**src/rtl/tgs_pkg.sv**
```systemverilog
package tgs_pkg;

    // Position format: signed 32-bit fixed point with this many fraction bits
    localparam int POS_FRAC_BITS = 16;

    localparam logic [8:0]  DEG_FULL   = 9'd360;
    localparam logic [14:0] HOME_RESET = 15'd250;

    typedef enum logic [2:0] {
        CMD_HOME     = 3'd0,
        CMD_PEN_DOWN = 3'd1,
        CMD_PEN_UP   = 3'd2,
        CMD_TURN     = 3'd3,
        CMD_MOVE     = 3'd4
    } cmd_t;

    typedef enum logic [0:0] {
        CFG_HOME_X = 1'b0,
        CFG_HOME_Y = 1'b1
    } cfg_idx_t;

    // Command held in the input register, with the turn amount already reduced mod 360
    typedef struct packed {
        logic              valid;
        logic [2:0]        cmd;
        logic signed [15:0] amount;
        logic [8:0]        turn_mod;
    } tgs_item_t;

    // Quarter-wave sine table, unsigned Q0.15, 0..90 degrees
    typedef logic [14:0] sin_rom_t [91];

    localparam longint unsigned PI_Q30 = 64'd3373259426;

    // Taylor series through x^13 in Q30, evaluated at elaboration
    function automatic sin_rom_t build_sin_rom();
        sin_rom_t        rom;
        longint unsigned x;
        longint unsigned x2;
        longint unsigned term;
        longint unsigned plus;
        longint unsigned minus;
        longint unsigned s;
        longint unsigned q;
        for (int d = 0; d <= 90; d++) begin
            x     = (64'(d) * PI_Q30) / 64'd180;
            x2    = (x * x) >> 30;
            term  = x;
            plus  = term;
            term  = ((term * x2) >> 30) / 64'd6;
            minus = term;
            term  = ((term * x2) >> 30) / 64'd20;
            plus  = plus + term;
            term  = ((term * x2) >> 30) / 64'd42;
            minus = minus + term;
            term  = ((term * x2) >> 30) / 64'd72;
            plus  = plus + term;
            term  = ((term * x2) >> 30) / 64'd110;
            minus = minus + term;
            term  = ((term * x2) >> 30) / 64'd156;
            plus  = plus + term;
            s = (plus > minus) ? (plus - minus) : 64'd0;
            q = (s + 64'd16384) >> 15;
            if (q > 64'd32767) begin
                q = 64'd32767;
            end
            rom[d] = q[14:0];
        end
        return rom;
    endfunction

    localparam sin_rom_t SIN_ROM = build_sin_rom();

    localparam int HOME_W = (15 + POS_FRAC_BITS + 1 > 33) ? 15 + POS_FRAC_BITS + 1 : 33;

    // Home coordinate in position format, saturated to 32 bits
    function automatic logic signed [31:0] home_pos(input logic [14:0] h);
        logic [HOME_W-1:0] w;
        w = HOME_W'(h) << POS_FRAC_BITS;
        if (w > HOME_W'(32'h7FFF_FFFF)) begin
            return 32'sh7FFF_FFFF;
        end
        return $signed(w[31:0]);
    endfunction

endpackage

```
**src/rtl/turtle_graphics_step.sv**
```systemverilog
// Path: after its command transfer, a result passes the input register, then the
// result register.
// Throughput: one command per cycle; only a pending segment that is not taken stalls
// the next pen-down move. Throughput is set by the single pass through the sine ROM,
// one 16x16 multiplier per axis and the 32-bit position add.
// Reset: synchronous, active low; home registers return to 250, turtle to home,
// heading 0, pen down, both channels empty. No clearing pass.
module turtle_graphics_step import tgs_pkg::*; (
    input  logic              aclk,
    input  logic              aresetn,
    input  logic              cfg_we,
    input  logic [0:0]        cfg_index,
    input  logic [14:0]       cfg_data,
    input  logic              s_valid,
    output logic              s_ready,
    input  logic [2:0]        s_cmd,
    input  logic signed [15:0] s_amount,
    output logic              m_valid,
    input  logic              m_ready,
    output logic signed [15:0] m_x_start,
    output logic signed [15:0] m_y_start,
    output logic signed [15:0] m_x_end,
    output logic signed [15:0] m_y_end
);

    logic [14:0] home_x_reg;
    logic [14:0] home_y_reg;
    tgs_item_t   item;
    logic        take;

    always_ff @(posedge aclk) begin
        if (!aresetn) begin
            home_x_reg <= HOME_RESET;
            home_y_reg <= HOME_RESET;
        end else if (cfg_we) begin
            unique case (cfg_idx_t'(cfg_index))
                CFG_HOME_X: home_x_reg <= cfg_data;
                CFG_HOME_Y: home_y_reg <= cfg_data;
            endcase
        end
    end

    tgs_in_stage u_in_stage (
        .aclk     (aclk),
        .aresetn  (aresetn),
        .s_valid  (s_valid),
        .s_ready  (s_ready),
        .s_cmd    (s_cmd),
        .s_amount (s_amount),
        .take     (take),
        .item     (item)
    );

    tgs_core u_core (
        .aclk      (aclk),
        .aresetn   (aresetn),
        .home_x    (home_x_reg),
        .home_y    (home_y_reg),
        .item      (item),
        .take      (take),
        .m_valid   (m_valid),
        .m_ready   (m_ready),
        .m_x_start (m_x_start),
        .m_y_start (m_y_start),
        .m_x_end   (m_x_end),
        .m_y_end   (m_y_end)
    );

endmodule

```
**src/rtl/tgs_in_stage.sv**
```systemverilog
module tgs_in_stage import tgs_pkg::*; (
    input  logic              aclk,
    input  logic              aresetn,
    input  logic              s_valid,
    output logic              s_ready,
    input  logic [2:0]        s_cmd,
    input  logic signed [15:0] s_amount,
    input  logic              take,
    output tgs_item_t         item
);

    // amount + 100*360 is always positive; divide by 360 via reciprocal
    localparam logic [16:0] TURN_BIAS   = 17'd36000;
    localparam logic [33:0] RECIP_360   = 34'd93206;
    localparam int          RECIP_SHIFT = 25;

    logic               valid_reg;
    logic [2:0]         cmd_reg;
    logic signed [15:0] amount_reg;
    logic [8:0]         turn_mod_reg;
    logic [16:0]        biased;
    logic [33:0]        recip_prod;
    logic [8:0]         quot;
    logic [16:0]        quot_x360;
    logic [16:0]        rem;
    logic [8:0]         turn_mod;

    always_comb begin
        biased     = {s_amount[15], s_amount} + TURN_BIAS;
        recip_prod = 34'(biased) * RECIP_360;
        quot       = recip_prod[RECIP_SHIFT +: 9];
        quot_x360  = 17'(quot) * 17'(DEG_FULL);
        rem        = biased - quot_x360;
        // quotient may come out one low
        if (rem >= 17'(DEG_FULL)) begin
            turn_mod = 9'(rem - 17'(DEG_FULL));
        end else begin
            turn_mod = rem[8:0];
        end
    end

    assign s_ready = !valid_reg || take;

    always_ff @(posedge aclk) begin
        if (!aresetn) begin
            valid_reg <= 1'b0;
        end else if (s_valid && s_ready) begin
            valid_reg <= 1'b1;
        end else if (take) begin
            valid_reg <= 1'b0;
        end
    end

    always_ff @(posedge aclk) begin
        if (s_valid && s_ready) begin
            cmd_reg      <= s_cmd;
            amount_reg   <= s_amount;
            turn_mod_reg <= turn_mod;
        end
    end

    always_comb begin
        item.valid    = valid_reg;
        item.cmd      = cmd_reg;
        item.amount   = amount_reg;
        item.turn_mod = turn_mod_reg;
    end

endmodule

```
**src/rtl/tgs_core.sv**
```systemverilog
module tgs_core import tgs_pkg::*; (
    input  logic              aclk,
    input  logic              aresetn,
    input  logic [14:0]       home_x,
    input  logic [14:0]       home_y,
    input  tgs_item_t         item,
    output logic              take,
    output logic              m_valid,
    input  logic              m_ready,
    output logic signed [15:0] m_x_start,
    output logic signed [15:0] m_y_start,
    output logic signed [15:0] m_x_end,
    output logic signed [15:0] m_y_end
);

    localparam int PROD_W  = 33;
    localparam int SHL     = (POS_FRAC_BITS >= 15) ? POS_FRAC_BITS - 15 : 0;
    localparam int SHR     = (POS_FRAC_BITS < 15) ? 15 - POS_FRAC_BITS : 0;
    localparam int DELTA_W = PROD_W + SHL;
    localparam int SUM_W   = DELTA_W + 1;
    localparam int IP_W    = 33 - POS_FRAC_BITS;
    localparam int IPX_W   = (IP_W > 17) ? IP_W : 17;

    logic signed [31:0] pos_x_reg, pos_x_next;
    logic signed [31:0] pos_y_reg, pos_y_next;
    logic [8:0]         heading_reg, heading_next;
    logic               pen_reg, pen_next;
    logic               m_valid_reg;
    logic signed [15:0] x_start_reg, y_start_reg, x_end_reg, y_end_reg;

    logic               emits;
    logic               out_free;
    logic [9:0]         turn_sum;
    logic [8:0]         cos_idx;
    logic signed [15:0] sin_val, cos_val;
    logic signed [31:0] mul_x, mul_y;
    logic signed [PROD_W-1:0]  prod_x, prod_y;
    logic signed [DELTA_W-1:0] dx, dy;
    logic signed [SUM_W-1:0]   sum_x, sum_y;
    logic signed [31:0] new_x, new_y;

    function automatic logic signed [15:0] rom_sin(input logic [8:0] h);
        logic [6:0]         idx;
        logic               neg;
        logic signed [15:0] mag;
        if (h <= 9'd90) begin
            idx = h[6:0];
            neg = 1'b0;
        end else if (h <= 9'd180) begin
            idx = 7'(9'd180 - h);
            neg = 1'b0;
        end else if (h <= 9'd270) begin
            idx = 7'(h - 9'd180);
            neg = 1'b1;
        end else begin
            idx = 7'(DEG_FULL - h);
            neg = 1'b1;
        end
        mag = $signed({1'b0, SIN_ROM[idx]});
        return neg ? -mag : mag;
    endfunction

    function automatic logic signed [31:0] sat32(input logic signed [SUM_W-1:0] v);
        if (&v[SUM_W-1:31] || ~|v[SUM_W-1:31]) begin
            return v[31:0];
        end
        return v[SUM_W-1] ? 32'sh8000_0000 : 32'sh7FFF_FFFF;
    endfunction

    // integer part, truncated toward zero, saturated to 16 bits
    function automatic logic signed [15:0] int_part16(input logic signed [31:0] p);
        logic signed [32:0]      biased;
        logic signed [IPX_W-1:0] ip;
        biased = {p[31], p} + (p[31] ? 33'((34'd1 << POS_FRAC_BITS) - 34'd1) : 33'd0);
        ip     = IPX_W'($signed(biased[32:POS_FRAC_BITS]));
        if (&ip[IPX_W-1:15] || ~|ip[IPX_W-1:15]) begin
            return ip[15:0];
        end
        return ip[IPX_W-1] ? 16'sh8000 : 16'sh7FFF;
    endfunction

    assign emits    = (item.cmd == CMD_MOVE) && pen_reg;
    assign out_free = !m_valid_reg || m_ready;
    assign take     = item.valid && (!emits || out_free);

    always_comb begin
        cos_idx = (heading_reg < 9'd270) ? heading_reg + 9'd90 : heading_reg - 9'd270;
        sin_val = rom_sin(heading_reg);
        cos_val = rom_sin(cos_idx);
        mul_x   = item.amount * sin_val;
        mul_y   = item.amount * cos_val;
        prod_x  = {mul_x[31], mul_x};
        prod_y  = -{mul_y[31], mul_y};
        dx      = (DELTA_W'(prod_x) <<< SHL) >>> SHR;
        dy      = (DELTA_W'(prod_y) <<< SHL) >>> SHR;
        sum_x   = SUM_W'(pos_x_reg) + SUM_W'(dx);
        sum_y   = SUM_W'(pos_y_reg) + SUM_W'(dy);
        new_x   = sat32(sum_x);
        new_y   = sat32(sum_y);
        turn_sum = {1'b0, heading_reg} + {1'b0, item.turn_mod};
    end

    always_comb begin
        pos_x_next   = pos_x_reg;
        pos_y_next   = pos_y_reg;
        heading_next = heading_reg;
        pen_next     = pen_reg;
        case (cmd_t'(item.cmd))
            CMD_HOME: begin
                pos_x_next   = home_pos(home_x);
                pos_y_next   = home_pos(home_y);
                heading_next = '0;
                pen_next     = 1'b1;
            end
            CMD_PEN_DOWN: pen_next = 1'b1;
            CMD_PEN_UP:   pen_next = 1'b0;
            CMD_TURN: begin
                if (turn_sum >= 10'(DEG_FULL)) begin
                    heading_next = 9'(turn_sum - 10'(DEG_FULL));
                end else begin
                    heading_next = turn_sum[8:0];
                end
            end
            CMD_MOVE: begin
                pos_x_next = new_x;
                pos_y_next = new_y;
            end
            default: ;
        endcase
    end

    always_ff @(posedge aclk) begin
        if (!aresetn) begin
            pos_x_reg   <= home_pos(HOME_RESET);
            pos_y_reg   <= home_pos(HOME_RESET);
            heading_reg <= '0;
            pen_reg     <= 1'b1;
        end else if (take) begin
            pos_x_reg   <= pos_x_next;
            pos_y_reg   <= pos_y_next;
            heading_reg <= heading_next;
            pen_reg     <= pen_next;
        end
    end

    always_ff @(posedge aclk) begin
        if (!aresetn) begin
            m_valid_reg <= 1'b0;
        end else if (take && emits) begin
            m_valid_reg <= 1'b1;
        end else if (m_ready) begin
            m_valid_reg <= 1'b0;
        end
    end

    always_ff @(posedge aclk) begin
        if (take && emits) begin
            x_start_reg <= int_part16(pos_x_reg);
            y_start_reg <= int_part16(pos_y_reg);
            x_end_reg   <= int_part16(new_x);
            y_end_reg   <= int_part16(new_y);
        end
    end

    assign m_valid   = m_valid_reg;
    assign m_x_start = x_start_reg;
    assign m_y_start = y_start_reg;
    assign m_x_end   = x_end_reg;
    assign m_y_end   = y_end_reg;

    a_heading_range: assert property (@(posedge aclk) disable iff (!aresetn)
        heading_reg < DEG_FULL)
        else $error("heading out of range");

    a_no_overwrite: assert property (@(posedge aclk) disable iff (!aresetn)
        take && emits |-> !(m_valid_reg && !m_ready))
        else $error("segment overwrote a pending result");

    a_move_emits: assert property (@(posedge aclk) disable iff (!aresetn)
        take && emits |=> m_valid_reg)
        else $error("pen-down move gave no result");

    a_pen_up: assert property (@(posedge aclk) disable iff (!aresetn)
        take && item.cmd == CMD_PEN_UP |=> !pen_reg)
        else $error("pen up not applied");

    a_stall_holds_item: assert property (@(posedge aclk) disable iff (!aresetn)
        item.valid && !take |=> item.valid)
        else $error("stalled command lost");

endmodule

```
**config.mk**
```make
export PLATFORM = sky130hd
export DESIGN_NAME = turtle_graphics_step
export DESIGN_NICKNAME = d
export VERILOG_FILES = /design/src/rtl/tgs_pkg.sv /design/src/rtl/turtle_graphics_step.sv /design/src/rtl/tgs_in_stage.sv /design/src/rtl/tgs_core.sv
export SDC_FILE = /design/constraint.sdc
export NUM_CORES = 2
export LEC_CHECK = 0
export BUFFER_PORTS_ARGS = -buffer_cell sky130_fd_sc_hd__buf_2
export CAP_MARGIN = 20
export CORE_MARGIN = 2
export CORE_UTILIZATION = 50
export DETAILED_ROUTE_END_ITERATION = 12
export GPL_TIMING_DRIVEN = 0
export HOLD_SLACK_MARGIN = 0.12
export PLACE_DENSITY = 0.66
export SKIP_LAST_GASP = 1
export SYNTH_ARGS = -nofsm -noshare
export SYNTH_HDL_FRONTEND = slang
export SYNTH_SLANG_ARGS = --single-unit
```
**constraint.sdc**
```tcl
create_clock -name aclk -period 30.7 [get_ports aclk]
set_clock_uncertainty 0.1 [all_clocks]
set_input_delay 0 -clock aclk [delete_from_list [all_inputs] [get_ports aclk]]
set_output_delay 0 -clock aclk [all_outputs]
set_load 0.02 [all_outputs]
```
==> metrics.md <==
| Metric | Value |
|---|---|
| Status | complete, no violations |
| Post-Route WL | 175000 um |
| CTS Root Cell | clkbuf_16 |
| Die Ht | 318 um |
| Crit Path Class | reg -> reg |
| Worst slew margin | 19.5% |
| Post-synth EDFFs | 89 |
| Register area | 4790 sq um |
| Syn Inst Count | 5977 |
| CP startpoint kind | flip-flop |
| Initial antenna violation count | 10 |
| DRT iter0 DRCs | 5141 |
| Kind of end point of the critical path | flip-flop |
| Tmin final | 22.51 ns |
| Die width | 318 um |
| Num rows | 115 |
| Clk Latency, worst-skew pair | 0.55 ns |
| Reg clk slew, reported paths | 0.12 ns |
| Finish-stage setup viols | 0 |
| Measured slew at the worst slew-check pin | 1.20 ns |
| Num Clock Sinks | 195 |
| Slowest stage delay, CP | 0.82 ns |
| Largest family of logic cells by synthesized area | adder cells |
| Grt ovf | 0 |
| Dpl hpwl | 139000 um |
| Post CTS Setup Buffer Count | 0 |
| Most frequent cells in the layout | inv_1, fa_1, nand2_1 |
| Reg2reg setup slack | 8.19 ns |
| Adder-cell share of the synthesized area | 37.5% |
| Final net count | 7324 |
| Hold bufs inserted after CTS | 62 |
| Syn_nets | 7122 |
| Starting density of the core | 50.2% |
| Seq cells post-synth | 195 |
| Die Area | 101000 sq um |
| Slowest-stage cell, CP | xnor2_1 |
| Vias in the first global route | 45182 |
| Port bufs | 104 |
| Post-synth ARST share | 0% |
| Vias | 46803 |
| Netlist cell types | 122 |
| Avg Inst Size Synth | 8.23 sq um |
| Post-Synth XOR/XNOR Area | 4.51% |
| First-pass GRT wire length | 268000 um |
| Post-route ant nets | 0 |
| CTS buffer count | 17 |
| Synthesis Warnings | 0 |
| Number of remaining DRC errors | 0 |
| Fill cells | 9434 |
| Final Hold Fails | 0 |
| Commonest non-fill, non-tap cell in the layout | inv_1 |
| Setup TNS | 0 ns |
| Max Slew Vio Count | 0 |
| Most used cell, CP | o21ai_0 |
| Crit-path max FO | 14 |
| Max cap viols | 0 |
| CTS tree | done |
| Post-Synth Simple-Gate Area | 18.2% |
| Period utilisation layout | 73.3% |
| Post-synthesis compound-gate area fraction | 20.0% |
| H-tree Lvls | 4 |
| Worst EP required | 30.84 ns |
| Ys flop type | dfxtp_1 |
| Max Clock Freq | 0.0444 GHz |
| DRT Pass-1 Iters | 8 |
| Area delta synth->final | 7.39% |
| Wire length per cell | 23.4 um |
| Layout cell share with drive strength beyond 1 | 5.77% |
| WP data arrival | 22.65 ns |
| Mux share of post-synthesis cell area | 0.867% |
| Ports | 106 |
| Pin count of the biggest net entering global routing | 34 |
| Mapped cell area | 49200 sq um |
| Worst min-delay path class | in -> reg |
| CTS max path bufs | 2 |
| Cts repair resizes | 0 |
| Core box area | 98000 sq um |
| RD Place Congestion | 1.03 |
| Sequential-to-total area share from yosys stat | 9.75% |
| Vias per inst | 6.25 |
| Multi-input gate area | 39900 sq um |
| Gr usage total | 34.2% |
| RSZ-0062 raised after global routing | false |
## worst max-delay path: cells and delay by family, from the launching register on
family / cells / cell delay [ns]
adder cells (fa/ha/maj): 12 / 5.02
multiplexers: 1 / 0.26
AND/OR/NAND/NOR: 17 / 3.46
AO/OA/AOI/OAI: 29 / 7.04
buffers and inverters: 15 / 4.50
flip-flops: 1 / 0.59
XOR/XNOR: 3 / 1.19
## per-stage QoR
| step | cells | area, sq um | hold WS (ns) | setup WS (ns) | util, % |
|---|---|---|---|---|---|
| after global routing | 7481 | 52800 | 0.167 | 6.80 | 53.9 |
| after floorplan | 5977 | 49200 | -0.00113 | 13.73 | - |
| after CTS | 7470 | 52700 | 0.121 | 8.70 | 53.7 |
| after detailed placement | 7376 | 51400 | 0.0813 | 8.77 | 52.5 |
| after global placement | 7368 | 51300 | 0.0795 | 8.46 | 52.4 |
| final | 7490 | 52800 | 0.144 | 8.19 | 53.9 |
## cell usage after synthesis (92+ instances only)
library cell	number	area share, %
ha_1	487	12
nor3_1	96	0.98
nor2_1	283	2.2
clkbuf_1	245	1.9
nand2_1	613	4.7
xor2_1	92	1.6
inv_1	760	5.8
a21oi_1	329	3.3
nand3_1	194	2.0
and2_1	190	2.4
a21o_1	99	1.5
and3_1	98	1.2
dfxtp_1	106	4.3
xnor2_1	161	2.9
fa_1	618	25
o21ai_0	260	2.6
## cell type report
type | count | area share [%]
clock inverters | 14 | 0.329
flip-flops and latches | 195 | 9.08
well taps | 1287 | 3.05
inverters | 766 | 5.45
plain buffers | 356 | 3.02
diodes | 11 | 0.0521
multi-input cells | 4660 | 75.6
clock buffers | 18 | 0.853
repair buffers | 183 | 2.57
## path summary, 6_finish.rpt
kind | from | end | depth (start not counted)
setup / recovery | u_core.heading_reg[1] | u_core.m_y_end[10] | 77
hold / removal | s_amount[7] | u_in_stage.amount_reg[7] | 2
setup reg to reg | u_core.heading_reg[1] | u_core.m_y_end[10] | 77
hold reg to reg | home_x_reg[0] | home_x_reg[0] | 2
## cells by family after synthesis
kind of cell             after synthesis
flip-flops                           195
adder cells (fa/ha/maj)             1105
XOR/XNOR                             253
AND/OR/NAND/NOR                     1816
buffers and inverters               1122
AO/OA/AOI/OAI                       1448
multiplexers                          38
## routing by layer
metal	up-vias	wire [um]	track usage (%)
li1	20981	-	-
met1	22855	73200	47.3
met2	2460	75200	50.9
met3	497	18700	8.25
met4	10	8190	15.1
met5	-	80	0
Power is left out: the tool's default activity adds up to more than one toggle a clock period on the data nets, which glitch-free logic cannot reach.
